--- config.mk ---
export PLATFORM = sky130hd
export DESIGN_NAME = uri_percent_decoder_flat
export DESIGN_NICKNAME = d
export VERILOG_FILES = /design/src/design/upd_pkg.sv /design/src/design/upd_if.sv /design/src/design/upd_engine.sv /design/src/design/uri_percent_decoder.sv /design/src/flat_wrapper.sv
export SDC_FILE = /design/constraint.sdc
export NUM_CORES = 1
export LEC_CHECK = 0
export ABC_AREA = 1
export BUFFER_PORTS_ARGS = -buffer_cell sky130_fd_sc_hd__buf_2
export CAP_MARGIN = 15
export CORE_AREA = 2 2 67 69
export DETAILED_ROUTE_END_ITERATION = 6
export DIE_AREA = 0 0 69 71
export PLACE_DENSITY = 0.75
export SLEW_MARGIN = 25
export SYNTH_ARGS = -nofsm -noshare
export SYNTH_HDL_FRONTEND = slang
export SYNTH_SLANG_ARGS = --single-unit
--- constraint.sdc ---
create_clock -name clock -period 4.4 [get_ports clock]
set_input_delay 0.22 -clock clock [delete_from_list [all_inputs] [get_ports clock]]
set_output_delay 0.22 -clock clock [all_outputs]
set_load 0.01 [all_outputs]
--- src/design/upd_pkg.sv ---
// upd_pkg: shared types and constants of the uri percent decoder
// no dependencies; imported by the request and response interfaces, the decode engine, the top level and the checker
package upd_pkg;

   localparam int unsigned BYTE_W   = 8;
   localparam int unsigned STATUS_W = 2;

   localparam logic [STATUS_W-1:0] ST_CONT    = 2'd0;
   localparam logic [STATUS_W-1:0] ST_OK      = 2'd1;
   localparam logic [STATUS_W-1:0] ST_ILLEGAL = 2'd2;
   localparam logic [STATUS_W-1:0] ST_IGNORED = 2'd3;

   localparam logic [BYTE_W-1:0] CH_NUL     = 8'h00;
   localparam logic [BYTE_W-1:0] CH_PERCENT = 8'h25;
   localparam logic [BYTE_W-1:0] CH_QUEST   = 8'h3f;
   localparam logic [BYTE_W-1:0] CH_HASH    = 8'h23;
   localparam logic [BYTE_W-1:0] CH_ZERO    = 8'h30;
   localparam logic [BYTE_W-1:0] CH_UPPER_A = 8'h41;
   localparam logic [BYTE_W-1:0] CASE_MASK  = 8'hdf;
   localparam logic [BYTE_W-1:0] PRINT_LO   = 8'd32;
   localparam logic [BYTE_W-1:0] PRINT_HI   = 8'd126;

   typedef struct packed {
      logic [BYTE_W-1:0]   out_byte;
      logic                out_valid;
      logic [STATUS_W-1:0] status;
      logic                in_query;
   } upd_result_type;

endpackage

--- src/design/upd_if.sv ---
// upd_if: valid/ready channel interfaces for request, response and csr write
// depends on upd_pkg
interface upd_req_if import upd_pkg::*; ();
   logic              valid;
   logic              ready;
   logic [BYTE_W-1:0] in_byte;

   modport source (output valid, output in_byte, input ready);
   modport sink   (input valid, input in_byte, output ready);
endinterface

interface upd_rsp_if import upd_pkg::*; ();
   logic                valid;
   logic                ready;
   logic [BYTE_W-1:0]   out_byte;
   logic                out_valid;
   logic [STATUS_W-1:0] status;
   logic                in_query;

   modport source (output valid, output out_byte, output out_valid, output status,
                   output in_query, input ready);
   modport sink   (input valid, input out_byte, input out_valid, input status,
                   input in_query, output ready);
endinterface

interface upd_csr_if ();
   logic valid;
   logic ready;
   logic query_wanted;

   modport source (output valid, output query_wanted, input ready);
   modport sink   (input valid, input query_wanted, output ready);
endinterface

--- src/design/upd_engine.sv ---
// upd_engine: decode mode register and per-byte percent decode logic
// depends on upd_pkg; result is combinational from the held mode and the current byte
module upd_engine import upd_pkg::*; (
   input  logic              clock,
   input  logic              reset,
   input  logic              step_en,
   input  logic [BYTE_W-1:0] cur_byte,
   input  logic              query_wanted,
   output upd_result_type    result
);

   typedef enum logic [2:0] {
      MODE_NORMAL = 3'd0,
      MODE_HEX1   = 3'd1,
      MODE_HEX2   = 3'd2,
      MODE_SCAN   = 3'd3,
      MODE_DONE   = 3'd4
   } mode_type;

   mode_type          mode_ff, mode_in;
   logic [BYTE_W-1:0] first_hex_ff, first_hex_in;
   logic              query_active_ff, query_active_in;

   logic [BYTE_W-1:0] hex_hi;
   logic [BYTE_W-1:0] hex_lo;
   logic [BYTE_W-1:0] decoded;
   logic              decoded_bad;

   function automatic logic [BYTE_W-1:0] loose_hex(input logic [BYTE_W-1:0] b);
      logic [BYTE_W-1:0] r;
      if (b >= CH_UPPER_A) begin
         r = (b & CASE_MASK) - CH_UPPER_A + BYTE_W'(10);
      end else begin
         r = b - CH_ZERO;
      end
      return r;
   endfunction

   assign hex_hi      = loose_hex(first_hex_ff);
   assign hex_lo      = loose_hex(cur_byte);
   assign decoded     = {hex_hi[3:0], 4'b0000} + hex_lo;
   assign decoded_bad = (decoded < PRINT_LO) || (decoded > PRINT_HI);

   always_comb begin
      mode_in         = mode_ff;
      first_hex_in    = first_hex_ff;
      query_active_in = query_active_ff;
      result          = '{out_byte: CH_NUL, out_valid: 1'b0, status: ST_CONT, in_query: 1'b0};
      unique case (mode_ff)
         MODE_HEX1: begin
            if (cur_byte == CH_NUL) begin
               result.status   = ST_ILLEGAL;
               mode_in         = MODE_NORMAL;
               first_hex_in    = CH_NUL;
               query_active_in = 1'b0;
            end else begin
               first_hex_in = cur_byte;
               mode_in      = MODE_HEX2;
            end
         end
         MODE_HEX2: begin
            first_hex_in = CH_NUL;
            if (cur_byte == CH_NUL) begin
               result.status   = ST_ILLEGAL;
               mode_in         = MODE_NORMAL;
               query_active_in = 1'b0;
            end else if (decoded_bad) begin
               result.status   = ST_ILLEGAL;
               mode_in         = MODE_DONE;
               query_active_in = 1'b0;
            end else begin
               result.out_byte  = decoded;
               result.out_valid = 1'b1;
               mode_in          = MODE_NORMAL;
            end
         end
         MODE_SCAN: begin
            result.status = ST_IGNORED;
            if (cur_byte == CH_NUL) begin
               mode_in         = MODE_NORMAL;
               first_hex_in    = CH_NUL;
               query_active_in = 1'b0;
            end else if (cur_byte == CH_QUEST) begin
               mode_in         = MODE_DONE;
               query_active_in = 1'b1;
            end
         end
         MODE_DONE: begin
            result.status = ST_IGNORED;
            if (cur_byte == CH_NUL) begin
               mode_in         = MODE_NORMAL;
               first_hex_in    = CH_NUL;
               query_active_in = 1'b0;
            end else begin
               result.in_query = query_active_ff;
            end
         end
         default: begin
            priority if (cur_byte == CH_NUL) begin
               result.status   = ST_OK;
               mode_in         = MODE_NORMAL;
               first_hex_in    = CH_NUL;
               query_active_in = 1'b0;
            end else if (cur_byte == CH_PERCENT) begin
               mode_in = MODE_HEX1;
            end else if (cur_byte == CH_QUEST) begin
               result.status   = ST_OK;
               mode_in         = MODE_DONE;
               query_active_in = query_wanted;
            end else if (cur_byte == CH_HASH) begin
               result.status   = ST_OK;
               mode_in         = query_wanted ? MODE_SCAN : MODE_DONE;
               query_active_in = 1'b0;
            end else begin
               result.out_byte  = cur_byte;
               result.out_valid = 1'b1;
               mode_in          = MODE_NORMAL;
            end
         end
      endcase
   end

   always_ff @(posedge clock) begin
      if (reset) begin
         mode_ff         <= MODE_NORMAL;
         first_hex_ff    <= CH_NUL;
         query_active_ff <= 1'b0;
      end else if (step_en) begin
         mode_ff         <= mode_in;
         first_hex_ff    <= first_hex_in;
         query_active_ff <= query_active_in;
      end
   end

endmodule

--- src/design/uri_percent_decoder.sv ---
// uri_percent_decoder: top level, request register, decode engine and response register
// depends on upd_pkg, upd_if and upd_engine
//
//  channel  | dir | payload                               | handshake
//  req_if   | in  | in_byte[7:0]                          | valid / ready
//  rsp_if   | out | out_byte[7:0] out_valid status in_query | valid / ready
//  csr_if   | in  | query_wanted                          | valid / ready (always ready)
//
// one request per cycle while rsp_if is ready; request and response are each registered
// the decode mode register updates as a request moves from the request register to the response
// reset is synchronous: mode returns to normal copy, query_wanted to 1, both stages empty
// a stalled response holds; the request register then fills and req_if.ready drops
module uri_percent_decoder import upd_pkg::*; (
   input  logic     clock,
   input  logic     reset,
   upd_req_if.sink  req_if,
   upd_rsp_if.source rsp_if,
   upd_csr_if.sink  csr_if
);

   logic              req_valid_ff;
   logic [BYTE_W-1:0] req_byte_ff;
   logic              rsp_valid_ff;
   upd_result_type    rsp_data_ff;
   logic              query_wanted_ff;

   logic              advance;
   upd_result_type    step_result;

   assign advance      = req_valid_ff && (!rsp_valid_ff || rsp_if.ready);
   assign req_if.ready = !req_valid_ff || advance;
   assign csr_if.ready = 1'b1;

   upd_engine u_engine (
      .clock        (clock),
      .reset        (reset),
      .step_en      (advance),
      .cur_byte     (req_byte_ff),
      .query_wanted (query_wanted_ff),
      .result       (step_result)
   );

   always_ff @(posedge clock) begin
      if (reset) begin
         query_wanted_ff <= 1'b1;
      end else if (csr_if.valid) begin
         query_wanted_ff <= csr_if.query_wanted;
      end
   end

   always_ff @(posedge clock) begin
      if (reset) begin
         req_valid_ff <= 1'b0;
      end else if (req_if.ready) begin
         req_valid_ff <= req_if.valid;
      end
   end

   always_ff @(posedge clock) begin
      if (req_if.valid && req_if.ready) begin
         req_byte_ff <= req_if.in_byte;
      end
   end

   always_ff @(posedge clock) begin
      if (reset) begin
         rsp_valid_ff <= 1'b0;
      end else if (!rsp_valid_ff || rsp_if.ready) begin
         rsp_valid_ff <= req_valid_ff;
      end
   end

   always_ff @(posedge clock) begin
      if (advance) begin
         rsp_data_ff <= step_result;
      end
   end

   assign rsp_if.valid     = rsp_valid_ff;
   assign rsp_if.out_byte  = rsp_data_ff.out_byte;
   assign rsp_if.out_valid = rsp_data_ff.out_valid;
   assign rsp_if.status    = rsp_data_ff.status;
   assign rsp_if.in_query  = rsp_data_ff.in_query;

endmodule

--- src/flat_wrapper.sv ---
// flat-port wrapper written by rule: the top's interface ports become plain ports
module uri_percent_decoder_flat import upd_pkg::*;
  (clock, reset, req_if_valid, req_if_in_byte, req_if_ready, rsp_if_valid, rsp_if_out_byte, rsp_if_out_valid, rsp_if_status, rsp_if_in_query, rsp_if_ready, csr_if_valid, csr_if_query_wanted, csr_if_ready);
  upd_req_if req_if_i ();
  upd_rsp_if rsp_if_i ();
  upd_csr_if csr_if_i ();
  input  logic clock;
  input  logic reset;
  input wire logic [$bits(req_if_i.valid)-1:0] req_if_valid;
  input wire logic [$bits(req_if_i.in_byte)-1:0] req_if_in_byte;
  output wire logic [$bits(req_if_i.ready)-1:0] req_if_ready;
  output wire logic [$bits(rsp_if_i.valid)-1:0] rsp_if_valid;
  output wire logic [$bits(rsp_if_i.out_byte)-1:0] rsp_if_out_byte;
  output wire logic [$bits(rsp_if_i.out_valid)-1:0] rsp_if_out_valid;
  output wire logic [$bits(rsp_if_i.status)-1:0] rsp_if_status;
  output wire logic [$bits(rsp_if_i.in_query)-1:0] rsp_if_in_query;
  input wire logic [$bits(rsp_if_i.ready)-1:0] rsp_if_ready;
  input wire logic [$bits(csr_if_i.valid)-1:0] csr_if_valid;
  input wire logic [$bits(csr_if_i.query_wanted)-1:0] csr_if_query_wanted;
  output wire logic [$bits(csr_if_i.ready)-1:0] csr_if_ready;
  assign req_if_i.valid = req_if_valid;
  assign req_if_i.in_byte = req_if_in_byte;
  assign req_if_ready = req_if_i.ready;
  assign rsp_if_valid = rsp_if_i.valid;
  assign rsp_if_out_byte = rsp_if_i.out_byte;
  assign rsp_if_out_valid = rsp_if_i.out_valid;
  assign rsp_if_status = rsp_if_i.status;
  assign rsp_if_in_query = rsp_if_i.in_query;
  assign rsp_if_i.ready = rsp_if_ready;
  assign csr_if_i.valid = csr_if_valid;
  assign csr_if_i.query_wanted = csr_if_query_wanted;
  assign csr_if_ready = csr_if_i.ready;
  uri_percent_decoder u_core (.clock(clock), .reset(reset), .req_if(req_if_i), .rsp_if(rsp_if_i), .csr_if(csr_if_i));
endmodule
==> results.md <==
- CP Class: reg -> reg
- First-pass GRT wire length: just under 8000 um
- Seq/Total Area, Yosys: 0.405
- Largest area contributor in the netlist: edfxtp_1
- Least-Margin Pin Slew: about 0.60 ns
- Dpl ws: approximately 0.90 ns
- Die X-Extent: between 60 and 70 um
- GRT Residual Overflow: 0
- Setup TNS: 0 ns
- Number of global-route vias before repair: roughly 1800
- # port buffers: 27
- CP endpoint kind: register
- Final Max Slew Viols: 0
- Drt drc: 0
- Power Dens Cells: roughly 270 mW/mm^2
- Routability Congestion: about 0.95
- Min setup slack post-route: a little under 0.9 ns
- Warnings from Yosys: 0
- Final Hold Vio Count: 0
- Post-DP HPWL: approximately 3500 um
- Data required time of the critical path: between 4 and 5 ns
- Final #Nets: about 340
- CP Cell Sequence: clkinv_1 > ha_1 > a21oi_1 > nand3_4 > nand3_1 > xor2_1 > inv_1 > ha_1 > fa_1 > xnor2_1 > nor2_1 > nand3_1 > nor2_1 > a21oi_2 > nand2_2 > o21ai_0 > o211ai_1
- Htree depth: 2
- Post-Syn Area: about 0.0022 sq mm
- Routed WL: between 4000 and 5000 um
- # diodes: 0
- Worst skew pair latency: between 0.2 and 0.3 ns
- Post-CTS Setup Bufs: 0
- Rel. slew slack: 0.599
- CTS root buf: clkbuf_8
- Most frequent cell after synthesis: nand2_1
- Gate count after technology mapping: ~280
- CTS tree: built
- Netlist cell types: 37
- Drt wl/cell: approximately 12 um
- Achievable Freq: about 280 MHz
- Hold depth: 1
- #FFs+latches synth: 35
- Fin area: roughly 0.0025 sq mm
- Dpl cell area: 0.00240 sq mm
- Clk slew on worst S/H paths: around 0.070 ns
- DR vias: around 1900
- Top area cells in the synthesized netlist: edfxtp_1 27%, dfxtp_1 13%, nand2_1 9.4%
- Worst-path fanout max: 10
- Synthesized Nets: 307
- Maximum vdd drop: roughly 0.20 mV
- Max cap viols: 0
- CTS buffer count: 5
- IO Pins: 29
- Fin crit share: 0.802
- Synthesis-to-layout area growth: 11.7%
- Final Util: 0.592
- Most instantiated cells after synthesis: 56 x nand2_1, 42 x inv_1, 25 x nand3_1
- Post-synth EDFFs: 20
- Hold WC Path Type: in -> reg
- Worst EP arrival: about 3.6 ns
- Multi-input gate area: around 0.0011 sq mm
- Total clock sinks: 35
- Crit start category: register
- Top cell type's share of synthesized area: 0.270
- Critical-path top delay cell: edfxtp_1
- Post-route ant nets: 0
- Largest net degree at the start of global routing: 16
- Core Region: about 0.0042 sq mm
- Gr usage total: 0.198
- Starting DRT DRC Count: 70
- # fillers: slightly below 400
- Overall Power: about 0.68 mW
- Die Footprint: approximately 0.0049 sq mm
- RSZ-0062 raised after global routing: false
- Final setup viols: 0
- Worst r2r path cells: 17
- Main synth FF type: edfxtp_1
- Ys async rst share: 0
- Vias/cell: 5.25
- CTS max path bufs: 2
- First-pass DRT Iterations: 4
- Fin crit period: 3.53 ns
- Starting Density: 0.529
- Initial antenna violation count: 0
- Die Y: between 70 and 80 um
- Setup Skew: 0.00257 ns
- Static leakage: between 1 and 1.5 nW
- Status: finished, final reports clean
- Hold-fix buffers, CTS: 0
- Register Area: approximately 900 sq um
- Crit path largest cell delay: between 0.3 and 0.4 ns
- CTS resizes: 0
- Num rows: 24
- Share of cells above drive strength 1: 0.171
- Syn_area_per_cell: approximately 8 sq um
[final timing paths]
path	start	endpoint	slack [ns]
max reg2reg	u_core.req_byte_ff[7]	u_core.rsp_if.status[1]	0.87
min	req_if_in_byte[6]	u_core.req_byte_ff[6]	0.10
max	u_core.req_byte_ff[7]	u_core.rsp_if.status[1]	0.87
min reg2reg	u_core.req_valid_ff	u_core.rsp_if.valid	0.49
[worst max-delay path, delay by kind of cell, from the launching register on]
| kind | cells | cell delay, ns |
|---|---|---|
| adder cells (fa/ha/maj) | 3 | 0.90 |
| AO/OA/AOI/OAI | 4 | 0.67 |
| AND/OR/NAND/NOR | 6 | 0.57 |
| XOR/XNOR | 2 | 0.41 |
| flip-flops | 1 | 0.38 |
| buffers and inverters | 2 | 0.34 |
[through the flow]
stage | instances | hold slack (ns)
after floorplan | 278 | 0.319
after CTS | 362 | 0.0948
final | 362 | 0.101
after global placement | 354 | 0.396
after detailed placement | 354 | 0.398
after global routing | 362 | 0.0914
[layout by cell type (no fill, tap or decap), types with 5 or more instances in the layout]
cell type / netlist / layout
a21oi_1: 18 / 18
buf_2: 0 / 27
clkbuf_8: 0 / 5
dfxtp_1: 15 / 15
edfxtp_1: 20 / 20
ha_1: 14 / 14
inv_1: 42 / 42
nand2_1: 56 / 56
nand2_2: 6 / 6
nand3_1: 25 / 25
nor2_1: 21 / 21
o21ai_0: 13 / 13
xor2_1: 7 / 7
[registers in the layout, indices dropped and copies added, names as in the netlist]
name and count:
u_core.query_wanted_ff 1, u_core.req_byte_ff 8, u_core.req_valid_ff 1, u_core.rsp_if.in_query 1, u_core.rsp_if.out_byte 8, u_core.rsp_if.out_valid 1, u_core.rsp_if.status 2, u_core.rsp_if.valid 1
u_core.u_engine.first_hex_ff 8, u_core.u_engine.mode_ff 3, u_core.u_engine.query_active_ff 1
[layout make-up]
cell class	count	share of cell area
clock buffer	6	0.0292
sequential	35	0.362
tap	52	0.0262
multi-input combinational	193	0.453
inverter	47	0.0709
clock inverter	2	0.00453
timing repair buffer	27	0.0543
[power breakdown]
group	internal, mW	leakage, nW	switching [mW]	total (mW)
registers	0.358	0.309	0.00766	0.366
clock network	0.111	0.0455	0.115	0.226
logic	0.0310	0.832	0.0551	0.0862
total	0.500	1.19	0.178	0.678
[cells by family after synthesis]
| group | synth area share |
|---|---|
| adder cells (fa/ha/maj) | 0.0877 |
| other | 0.00168 |
| AND/OR/NAND/NOR | 0.254 |
| flip-flops | 0.405 |
| buffers and inverters | 0.0894 |
| XOR/XNOR | 0.0315 |
| AO/OA/AOI/OAI | 0.132 |
[per-layer routing]
metal | vias to the layer above | track usage | share of wire
met2 | 57 | 0.325 | 0.45
met4 | 0 | 0.0871 | 0.022
met1 | 848 | 0.249 | 0.47
met3 | 8 | 0.0470 | 0.051
met5 | - | 0 | 0
li1 | 986 | - | -
Power figures use the tool's default switching activity.
